==> src/design/next_lexicographic_permutation_core_defines.svh <==
// Assertion macros shared by the next-permutation core modules.
// Each macro expects clk_i and rst_ni to be visible in the using module.
`ifndef NEXT_LEXICOGRAPHIC_PERMUTATION_CORE_DEFINES_SVH
`define NEXT_LEXICOGRAPHIC_PERMUTATION_CORE_DEFINES_SVH

// Consequent must hold in the same cycle as the antecedent.
`define NLP_ASSERT_IMPL(name, ante, cons, msg) \
  name: assert property (@(posedge clk_i) disable iff (!rst_ni) (ante) |-> (cons)) \
    else $error(msg);

// Consequent must hold in the cycle after the antecedent.
`define NLP_ASSERT_NEXT(name, ante, cons, msg) \
  name: assert property (@(posedge clk_i) disable iff (!rst_ni) (ante) |=> (cons)) \
    else $error(msg);

`endif

==> src/design/nlp_pkg.sv <==
// Shared types and constants of the next-permutation core.
// No dependencies; used by nlp_engine, nlp_out_reg and the top level.
package nlp_pkg;

  localparam int unsigned SYM_W = 8;

  typedef enum logic [3:0] {
    ST_LOAD,
    ST_PV_RD,
    ST_PV_CMP,
    ST_J_RD,
    ST_J_CMP,
    ST_SW_I,
    ST_SW_J,
    ST_EM_RD,
    ST_EM_LD,
    ST_NONE
  } nlp_state_e;

  // One result handed from the engine to the output register.
  typedef struct packed {
    logic             load;
    logic [SYM_W-1:0] symbol;
    logic             last;
    logic             none;
  } nlp_res_t;

endpackage

==> src/design/nlp_engine.sv <==
// Symbol store and sequencer: loads a string, finds pivot and swap partner,
// swaps in memory and reads the result out, or reports that none exists. Depends on nlp_pkg and the defines header.
`include "next_lexicographic_permutation_core_defines.svh"

module nlp_engine #(
  parameter int unsigned MAX_LEN = 64
) (
  input  logic                        clk_i,
  input  logic                        rst_ni,
  input  logic                        in_valid_i,
  output logic                        in_ready_o,
  input  logic [nlp_pkg::SYM_W-1:0]   in_symbol_i,
  input  logic                        in_last_i,
  input  logic                        slot_free_i,
  output nlp_pkg::nlp_res_t           res_o
);

  localparam int unsigned ADDR_W = $clog2(MAX_LEN);
  localparam int unsigned CNT_W  = $clog2(MAX_LEN + 1);
  localparam logic [CNT_W-1:0] MaxCnt = CNT_W'(MAX_LEN);
  localparam logic [CNT_W-1:0] OneCnt = CNT_W'(1);
  localparam logic [CNT_W-1:0] TwoCnt = CNT_W'(2);

  nlp_pkg::nlp_state_e state_q, state_d;

  logic [CNT_W-1:0]          cnt_q;
  logic [CNT_W-1:0]          len_q;
  logic [ADDR_W-1:0]         idx_q;
  logic [ADDR_W-1:0]         piv_q;
  logic [ADDR_W-1:0]         j_q;
  logic                      first_q;
  logic [nlp_pkg::SYM_W-1:0] prev_q;
  logic [nlp_pkg::SYM_W-1:0] piv_val_q;
  logic [nlp_pkg::SYM_W-1:0] sj_val_q;

  logic [nlp_pkg::SYM_W-1:0] mem_q [MAX_LEN];
  logic [nlp_pkg::SYM_W-1:0] rdata_q;

  logic                      mem_we;
  logic [ADDR_W-1:0]         mem_waddr;
  logic [nlp_pkg::SYM_W-1:0] mem_wdata;
  logic                      mem_re;
  logic [ADDR_W-1:0]         mem_raddr;

  logic              in_acc;
  logic              has_room;
  logic [CNT_W-1:0]  len_in;
  logic              pv_found;
  logic              j_found;
  logic              em_last;
  logic [CNT_W:0]    rev_sum;
  logic [ADDR_W-1:0] emit_addr;

  assign in_acc   = in_valid_i && in_ready_o;
  assign has_room = cnt_q < MaxCnt;
  assign len_in   = has_room ? cnt_q + OneCnt : cnt_q;
  assign pv_found = !first_q && (rdata_q < prev_q);
  assign j_found  = rdata_q > piv_val_q;
  assign em_last  = CNT_W'(idx_q) == (len_q - OneCnt);

  // Past the pivot the suffix is read back to front, which is the reversal.
  assign rev_sum   = (CNT_W+1)'(len_q) + (CNT_W+1)'(piv_q) - (CNT_W+1)'(idx_q);
  assign emit_addr = (idx_q <= piv_q) ? idx_q : rev_sum[ADDR_W-1:0];

  // Next state.
  always_comb begin
    state_d = state_q;
    unique case (state_q)
      nlp_pkg::ST_LOAD: begin
        if (in_acc && in_last_i) begin
          state_d = (len_in < TwoCnt) ? nlp_pkg::ST_NONE : nlp_pkg::ST_PV_RD;
        end
      end
      nlp_pkg::ST_PV_RD: state_d = nlp_pkg::ST_PV_CMP;
      nlp_pkg::ST_PV_CMP: begin
        priority if (pv_found) begin
          state_d = nlp_pkg::ST_J_RD;
        end else if (idx_q == '0) begin
          state_d = nlp_pkg::ST_NONE;
        end else begin
          state_d = nlp_pkg::ST_PV_RD;
        end
      end
      nlp_pkg::ST_J_RD: state_d = nlp_pkg::ST_J_CMP;
      nlp_pkg::ST_J_CMP: begin
        state_d = j_found ? nlp_pkg::ST_SW_I : nlp_pkg::ST_J_RD;
      end
      nlp_pkg::ST_SW_I: state_d = nlp_pkg::ST_SW_J;
      nlp_pkg::ST_SW_J: state_d = nlp_pkg::ST_EM_RD;
      nlp_pkg::ST_EM_RD: begin
        if (slot_free_i) begin
          state_d = nlp_pkg::ST_EM_LD;
        end
      end
      nlp_pkg::ST_EM_LD: begin
        state_d = em_last ? nlp_pkg::ST_LOAD : nlp_pkg::ST_EM_RD;
      end
      nlp_pkg::ST_NONE: begin
        if (slot_free_i) begin
          state_d = nlp_pkg::ST_LOAD;
        end
      end
      default: state_d = nlp_pkg::ST_LOAD;
    endcase
  end

  // Outputs and memory controls.
  always_comb begin
    in_ready_o = 1'b0;
    mem_we     = 1'b0;
    mem_waddr  = cnt_q[ADDR_W-1:0];
    mem_wdata  = in_symbol_i;
    mem_re     = 1'b0;
    mem_raddr  = idx_q;
    res_o      = '0;
    unique case (state_q)
      nlp_pkg::ST_LOAD: begin
        in_ready_o = 1'b1;
        mem_we     = in_valid_i && has_room;
      end
      nlp_pkg::ST_PV_RD: mem_re = 1'b1;
      nlp_pkg::ST_J_RD: begin
        mem_re    = 1'b1;
        mem_raddr = j_q;
      end
      nlp_pkg::ST_SW_I: begin
        mem_we    = 1'b1;
        mem_waddr = piv_q;
        mem_wdata = sj_val_q;
      end
      nlp_pkg::ST_SW_J: begin
        mem_we    = 1'b1;
        mem_waddr = j_q;
        mem_wdata = piv_val_q;
      end
      nlp_pkg::ST_EM_RD: begin
        mem_re    = slot_free_i;
        mem_raddr = emit_addr;
      end
      nlp_pkg::ST_EM_LD: begin
        res_o.load   = 1'b1;
        res_o.symbol = rdata_q;
        res_o.last   = em_last;
      end
      nlp_pkg::ST_NONE: begin
        res_o.load = slot_free_i;
        res_o.last = 1'b1;
        res_o.none = 1'b1;
      end
      default: begin
        in_ready_o = 1'b0;
      end
    endcase
  end

  always_ff @(posedge clk_i or negedge rst_ni) begin
    if (!rst_ni) begin
      state_q <= nlp_pkg::ST_LOAD;
      cnt_q   <= '0;
    end else begin
      state_q <= state_d;
      if (in_acc) begin
        cnt_q <= in_last_i ? '0 : len_in;
      end
    end
  end

  always_ff @(posedge clk_i) begin
    unique case (state_q)
      nlp_pkg::ST_LOAD: begin
        if (in_acc) begin
          len_q   <= len_in;
          idx_q   <= ADDR_W'(len_in - OneCnt);
          first_q <= 1'b1;
        end
      end
      nlp_pkg::ST_PV_CMP: begin
        first_q <= 1'b0;
        prev_q  <= rdata_q;
        if (pv_found) begin
          piv_q     <= idx_q;
          piv_val_q <= rdata_q;
          j_q       <= ADDR_W'(len_q - OneCnt);
        end else begin
          idx_q <= idx_q - ADDR_W'(1);
        end
      end
      nlp_pkg::ST_J_CMP: begin
        if (j_found) begin
          sj_val_q <= rdata_q;
        end else begin
          j_q <= j_q - ADDR_W'(1);
        end
      end
      nlp_pkg::ST_SW_J: idx_q <= '0;
      nlp_pkg::ST_EM_LD: idx_q <= idx_q + ADDR_W'(1);
      default: begin
        first_q <= first_q;
      end
    endcase
  end

  // Symbol store: one write port, one registered read port.
  always_ff @(posedge clk_i) begin
    if (mem_we) begin
      mem_q[mem_waddr] <= mem_wdata;
    end
    if (mem_re) begin
      rdata_q <= mem_q[mem_raddr];
    end
  end

  `NLP_ASSERT_IMPL(a_port_excl, mem_we, !mem_re, "store written and read in one cycle")
  `NLP_ASSERT_IMPL(a_j_right, state_q == nlp_pkg::ST_J_CMP, j_q > piv_q, "partner left of pivot")
  `NLP_ASSERT_IMPL(a_emit_range, state_q == nlp_pkg::ST_EM_LD, CNT_W'(idx_q) < len_q,
                   "emit index beyond string")
  `NLP_ASSERT_IMPL(a_res_slot, res_o.load, slot_free_i, "result loaded into a full slot")

endmodule

==> src/design/nlp_out_reg.sv <==
// Output register of the next-permutation core: holds one result until taken.
// Depends on nlp_pkg and the defines header.
`include "next_lexicographic_permutation_core_defines.svh"

module nlp_out_reg (
  input  logic                      clk_i,
  input  logic                      rst_ni,
  input  nlp_pkg::nlp_res_t         res_i,
  output logic                      slot_free_o,
  output logic                      valid_o,
  input  logic                      ready_i,
  output logic [nlp_pkg::SYM_W-1:0] symbol_o,
  output logic                      last_o,
  output logic                      none_o
);

  logic valid_q;

  assign valid_o     = valid_q;
  // The slot frees in the same cycle the held transaction is taken.
  assign slot_free_o = !valid_q || ready_i;

  always_ff @(posedge clk_i or negedge rst_ni) begin
    if (!rst_ni) begin
      valid_q <= 1'b0;
    end else if (res_i.load) begin
      valid_q <= 1'b1;
    end else if (ready_i) begin
      valid_q <= 1'b0;
    end
  end

  always_ff @(posedge clk_i) begin
    if (res_i.load) begin
      symbol_o <= res_i.symbol;
      last_o   <= res_i.last;
      none_o   <= res_i.none;
    end
  end

  `NLP_ASSERT_NEXT(a_load_shows, res_i.load, valid_q, "loaded result not presented")
  `NLP_ASSERT_IMPL(a_none_last, res_i.load && res_i.none, res_i.last && (res_i.symbol == '0),
                   "no-answer result must be last with zero symbol")
  `NLP_ASSERT_NEXT(a_drain, valid_q && ready_i && !res_i.load, !valid_q,
                   "taken result still presented")

endmodule

==> src/design/next_lexicographic_permutation_core.sv <==
// Top level of the next lexicographic permutation core.
// Depends on nlp_pkg, nlp_engine and nlp_out_reg.
//
//   Channel  Direction  Payload
//   s_axis   in         tdata[7:0] symbol, tlast last_symbol
//   m_axis   out        tdata[7:0] out_symbol, tlast last_out, tuser[0] no_answer
//
// Loading accepts one symbol per cycle in the load phase; symbols past MAX_LEN
// are dropped. After the last symbol, the pivot and partner scans read and
// then compare one element at a time, the swap writes pivot then partner, and
// each result is read from the store before it is loaded, all bound by the
// single registered read port of the store. When the pivot scan runs out, or
// the string holds a single symbol, the no-answer result is loaded instead.
// Reset is asynchronous and active low; the store needs no clearing.
// A stalled output holds the block in its emit phase; the final result may
// wait in the output register while the next string is already loading.
module next_lexicographic_permutation_core #(
  parameter int unsigned MAX_LEN = 64
) (
  input  logic                      clk_i,
  input  logic                      rst_ni,
  input  logic                      s_axis_tvalid_i,
  output logic                      s_axis_tready_o,
  input  logic [nlp_pkg::SYM_W-1:0] s_axis_tdata_i,   // [7:0] symbol
  input  logic                      s_axis_tlast_i,
  output logic                      m_axis_tvalid_o,
  input  logic                      m_axis_tready_i,
  output logic [nlp_pkg::SYM_W-1:0] m_axis_tdata_o,   // [7:0] out_symbol
  output logic                      m_axis_tlast_o,
  output logic [0:0]                m_axis_tuser_o    // [0] no_answer
);

  nlp_pkg::nlp_res_t res;
  logic              slot_free;

  nlp_engine #(
    .MAX_LEN (MAX_LEN)
  ) u_engine (
    .clk_i       (clk_i),
    .rst_ni      (rst_ni),
    .in_valid_i  (s_axis_tvalid_i),
    .in_ready_o  (s_axis_tready_o),
    .in_symbol_i (s_axis_tdata_i),
    .in_last_i   (s_axis_tlast_i),
    .slot_free_i (slot_free),
    .res_o       (res)
  );

  nlp_out_reg u_out_reg (
    .clk_i       (clk_i),
    .rst_ni      (rst_ni),
    .res_i       (res),
    .slot_free_o (slot_free),
    .valid_o     (m_axis_tvalid_o),
    .ready_i     (m_axis_tready_i),
    .symbol_o    (m_axis_tdata_o),
    .last_o      (m_axis_tlast_o),
    .none_o      (m_axis_tuser_o[0])
  );

endmodule
==> config.mk <==
export PLATFORM = sky130hd
export DESIGN_NAME = next_lexicographic_permutation_core
export DESIGN_NICKNAME = d
export VERILOG_FILES = /design/src/design/nlp_pkg.sv /design/src/design/nlp_engine.sv /design/src/design/nlp_out_reg.sv /design/src/design/next_lexicographic_permutation_core.sv
export VERILOG_INCLUDE_DIRS = /design/src /design/src/design
export SDC_FILE = /design/constraint.sdc
export NUM_CORES = 1
export LEC_CHECK = 0
export BUFFER_PORTS_ARGS = -buffer_cell sky130_fd_sc_hd__buf_2
export CORE_MARGIN = 3
export CORE_UTILIZATION = 45
export CTS_CLUSTER_SIZE = 12
export DETAILED_ROUTE_END_ITERATION = 12
export HOLD_SLACK_MARGIN = 0.05
export PLACE_DENSITY = 0.59
export RECOVER_POWER = 50
export SETUP_SLACK_MARGIN = 0.2
export SYNTH_ARGS = -nofsm -noshare
export SYNTH_HDL_FRONTEND = slang
export SYNTH_SLANG_ARGS = --single-unit
==> constraint.sdc <==
create_clock -name clk_i -period 12 [get_ports clk_i]
set_input_delay 1.2 -clock clk_i [delete_from_list [all_inputs] [get_ports clk_i]]
set_output_delay 1.2 -clock clk_i [all_outputs]
set_load 0.005 [all_outputs]
Word level (Yosys, flattened, before mapping):

Memories as Yosys holds them, arrays and structs flattened. A register that Yosys moved wholly into a read port is not among the register bits.
Index checks and enable logic that the tools add are counted.

* add/sub/neg operators: 8
* $lt $le $gt $ge: 5
* eq/ne operators: 17
* mux-type cells: 33
* reductions and logical operators: 22

Operators by type and width (number)
* $pmux 4 s10: 1
* $pmux 6 s2: 3
* $mux 6: 5
* $mux 4: 6
* $pmux 6 s4: 1
* $sub 6x1->6 const B: 3
* $eq 4x3->1 const B: 4
* $pmux 8 s2: 1
* $mux 7: 2
* $ne 2x1->1 const B: 5
* $pmux 1 s2: 5
* $reduce_and 3->1: 3
* $eq 4x2->1 const B: 2
* $eq 4x4->1 const B: 2
* $gt 8x8->1: 1
* $lt 8x8->1: 1
* $reduce_and 2->1: 4
* $add 7x1->7 const B: 1
* $eq 6x7->1: 1
* $lt 7x2->1 const B: 1
* $lt 7x7->1 const B: 1
* $mux 1: 7
* $sub 7x1->7 const B: 1
* $add 6x1->6 const B: 1
* 14 further kinds: 23

* flip-flop bits (word level): 72
* memory bits (writable): 512
* input bits: 13
* output and inout port bits: 12
* word-level logic and storage cells: 100
* memories: 1

Memories
* u_engine.mem_q: depth 64, bits a word 8, rd ports 1, clocked after Yosys merged registers in 1, wr ports 1, RTL line nlp_engine.sv:36 `logic [nlp_pkg::SYM_W-1:0] mem_q [MAX_LEN];`

Longest topological paths before layout:

* depth after elaboration: 6
* gate-level depth with buffers: 18
* depth with buffers taken out: 16

Cells and area by module:

From an unflattened synthesis, not the netlist that was laid out.

* cells, all modules: 2012
* area, all modules: 25639.6 um^2

By module, submodules not included
* nlp_engine: times used 1, cells each 1999, area each 25291.8 um^2, seq. area each 17391.7 um^2
* nlp_out_reg: times used 1, cells each 13, area each 347.8 um^2, seq. area each 325.3 um^2

Worst setup path before layout:

No wires, ideal clock.

* kind: register to register
* start point: register u_engine.idx_q[1]
* end point: register u_engine.rdata_q[5] (netlist name), read port of u_engine.mem_q (data pin)
* library setup time: 0.261 ns
* arrival: 3.506 ns
* data required time: 11.739 ns
* path slack: 8.233 ns
* stages on the path, launching flop included: 16
* buffers on the path: 2
* clock period less this slack: 3.767 ns
* cell sequence: edfxtp_1 > fa_1 > inv_1 > ha_1 > a211oi_1 > nor2_1 > xor2_1 > mux2i_1 > a21o_1 > clkbuf_1 > nand2_2 > buf_4 > a211oi_1 > or3_1 > a221o_1 > a221o_1

* longest elaborated chain between the ends: 3
* elaborated cells between the ends (all ways): 4
* those cells by class: 1 x add/sub; 1 x order compare; 2 x mux

RTL lines
* start, declared: RTL line nlp_engine.sv:28 `logic [ADDR_W-1:0] idx_q;`
* start signal, assigned: RTL line nlp_engine.sv:173 `idx_q <= ADDR_W'(len_in - OneCnt);`
* start signal, assigned: RTL line nlp_engine.sv:185 `idx_q <= idx_q - ADDR_W'(1);`
* start signal, assigned: RTL line nlp_engine.sv:196 `nlp_pkg::ST_EM_LD: idx_q <= idx_q + ADDR_W'(1);`
* $sub 6x6->6 or $le 6x6->1 (tied branches): RTL line nlp_engine.sv:62, nlp_engine.sv:63
* $mux 6: RTL line nlp_engine.sv:63 `assign emit_addr = (idx_q <= piv_q) ? idx_q : rev_sum[ADDR_W-1:0];`
* $pmux 6 s2 (*): RTL line nlp_engine.sv:116 `unique case (state_q)`
* end, declared: RTL line nlp_engine.sv:37 `logic [nlp_pkg::SYM_W-1:0] rdata_q;`

Every way passes the cells marked *; elsewhere a longest branch is shown, timed or not.
A chain may end at the register's enable or synchronous reset.

Worst setup path in the final report:

* start point: register u_engine.idx_q[4]
* end point: register u_engine.rdata_q[5] (netlist name), read port of u_engine.mem_q (data pin)

Same word-level chain as after synthesis.

==> impl_metrics.ini <==
[status]
status = finished with violations
failed_checks = capacitance limit, slew limit

[routing]
drc = 0
drt_pass1_iterations = 5
wl_met1_um = 28700
avgViaCountPerCell = 5.78
wl_met2_um = 31200
drt-wirelength-per-cell_um = 24.6
ant_nets = 0
route.top_layer_used = met5
wl_met3_um = 5290
drtIter0Drc = 1768
wirelength_um = 67500
route.vias.total = 15846

[cts]
cts_resized = 0
cts_hold_buf = 0
clkTransAtPathRegs_ns = 0.06
cts_root_buf = clkbuf_16
post_cts_buffers = 0
clk_latency_ns = 0.62
clockBufferDepth = 3
cts_max_level = 3
clock-sinks = 592
numCtsBuffers = 66
cts_tree = built

[hold_path]
hold_start = u_engine.cnt_q[4]$_DFFE_PN0P_
min-delay-path-class = reg -> reg
hold_path_end = u_engine.cnt_q[4]$_DFFE_PN0P_
hold_depth = 1

[run]
drv_cap = 8

[layout]
nNetsFinal = 2001
insertedDiodeCount = 0
n_fill_cell = 4714
stdcell_area_sq_um = 28200
area_delta_synth_final_pct = 11.3
drive_above_1_share = 0.0673

[worst_setup_path]
r2r-end = u_engine.rdata_q[5]$_DFFE_PP_
critPathKind = reg -> reg
critical_path.startpoint = u_engine.idx_q[4]$_DFFE_PP_
crit_fanout = 77
end_kind = flip-flop
arrival_ns = 6.44
start_kind = flip-flop
crit_required_ns = 12.36
rr_startpoint = u_engine.idx_q[4]$_DFFE_PP_
reg2reg_setup_slack_ns = 5.93
reg2reg_depth = 13

[synthesis]
syn_area_per_cell_sq_um = 13.2
synth_edf_count = 580
synthCells = 1923
yosysSeqAreaShare = 0.699
synthesis.area_sq_um = 25300
ys_ff_latch = 592
synth_warnings = 0
ys_async_sr_fraction = 0.0203
ys_types = 62
syn-num-nets = 1977
ys.flop_type = edfxtp_1

[timing]
rsz0062_at_grt = no
tns_ns = 0
timing.slew.headroom = -1.33
worstMarginPinSlew_ns = 3.50
max_freq_ghz = 0.165
fin_crit_sh = 0.506
slew_violations = 520
min_period_ns = 6.07
clock_skew_ns = 0.0308
setup_viol = 0
fin_worst_hold_slack_ns = 0.594
hold_viol = 0

[floorplanning]
die_h_um = 243
ios = 25
coreArea_sq_um = 55400
die-area_sq_um = 59200
num_rows = 86
initial_core_util = 0.457
die_w_um = 243

[power_and_ir_drop]
power_uw = 7550
leakagePower_uw = 0.00994
powerDensity_nw_per_um2 = 268
peakVddDrop_mv = 0.136

[global_routing]
grt_pass1_wl_um = 99100
grt_overflow = 0
grt_max_degree = 99
antenna_found_initial = 2
grt_pass1_vias = 15277
grt_usage = 0.225

[placement]
placed_area_sq_um = 26200
hpwl_um = 41400
port_buffers = 24
gp_congestion = 0.884
-- cell type report --
class	instances	area, sq um	share of cell area
multi-input combinational	1184	7070	0.251
clock buffer	87	1800	0.0640
sequential	592	17700	0.628
inverter	53	199	0.00706
timing repair buffer	50	262	0.00927
clock inverter	26	206	0.00732
tap	748	936	0.0332
-- sequential cells by signal, indices dropped and copies added (netlist names), 4 cells and up --
register            cells
u_engine.cnt_q          7
u_engine.idx_q          6
u_engine.j_q            6
u_engine.len_q          7
u_engine.mem_q        512
u_engine.piv_q          6
u_engine.piv_val_q      8
u_engine.prev_q         8
u_engine.rdata_q        8
u_engine.sj_val_q       8
u_engine.state_q        4
u_out_reg.symbol_o      8
-- through the flow --
stage | utilization | std cells | setup slack (ns)
floorplan | - | 1923 | 8.23
global route | 0.509 | 2740 | 5.66
finish | 0.509 | 2740 | 5.93
global placement | 0.474 | 2627 | 6.03
detailed placement | 0.474 | 2627 | 5.84
CTS | 0.510 | 2740 | 5.84
-- per-layer routing --
metal	vias to the layer above	global-route usage
met3	132	0.0566
met2	548	0.352
met5	-	0
met1	7915	0.309
li1	7249	-
met4	2	0.0784
-- where the power goes --
part           switching [uW]  internal, uW  leakage (uW)  total, uW
combinational            2010           865       0.00356       2880
sequential                131          2630       0.00540       2760
clock                     808          1100      0.000978       1910
-- worst max-delay path, cell delays in order, from the launching register on --
cell and delay [ns]:
edfxtp_1 0.57, ha_1 0.39, nand4_2 0.17, or2_1 0.31
o211ai_1 0.16, or2_1 0.92, nand2_4 0.87, buf_4 0.65
a211oi_1 0.37, a211oi_1 0.09, a2111oi_0 0.60, buf_4 0.22
nand4_1 0.17, a221o_1 0.30
-- worst max-delay path by stage --
| stage | to | slack [ns] | cells after the start |
|---|---|---|---|
| after floorplan | u_engine.rdata_q[5]$_DFFE_PP_ | 8.23 | 15 |
| after global placement | u_engine.rdata_q[5]$_DFFE_PP_ | 6.03 | 13 |
| after detailed placement | u_engine.rdata_q[5]$_DFFE_PP_ | 5.84 | 13 |
| after CTS | u_engine.rdata_q[5]$_DFFE_PP_ | 5.84 | 13 |
| after global routing | u_engine.rdata_q[5]$_DFFE_PP_ | 5.66 | 13 |
| final | u_engine.rdata_q[5]$_DFFE_PP_ | 5.93 | 13 |
-- cells in the mapped netlist, types with 18 or more instances --
master	instances	area, sq um
xnor2_1	18	158
ha_1	35	438
nor2_1	114	428
edfxtp_1	580	17400
inv_1	53	199
buf_2	28	140
clkbuf_1	52	195
a21oi_1	39	195
a31oi_1	20	125
and3_1	63	394
nand3_1	159	796
o21ai_0	29	145
nand2_1	355	1330
a221o_1	22	220
a211oi_1	58	435
mux2i_1	94	941
-- layout by cell type, fill, tap and decap left out, types with 15 or more instances in the layout --
cell	n
a211oi_1	58
a21oi_1	39
a221o_1	15
a31oi_1	20
and3_1	62
buf_2	17
clkbuf_1	36
clkbuf_16	69
clkinv_1	15
edfxtp_1	580
ha_1	35
inv_1	53
mux2i_1	94
nand2_1	353
nand3_1	158
nand4_1	17
nor2_1	113
o21ai_0	29
xnor2_1	18
-- cells by family (layout without fill, tap and decap cells) --
group / Yosys count / count (layout) / synth area share
AOI/OAI and AO/OA: 242 / 242 / 0.0690
and+or+nand+nor: 775 / 775 / 0.138
buffers and inverters: 147 / 216 / 0.0235
xor gates and xnor gates: 32 / 32 / 0.0111
adders and majority gates: 41 / 41 / 0.0220
muxes: 94 / 94 / 0.0371
DFF: 592 / 592 / 0.699
Note: power is estimated with default switching activity, not from simulation.
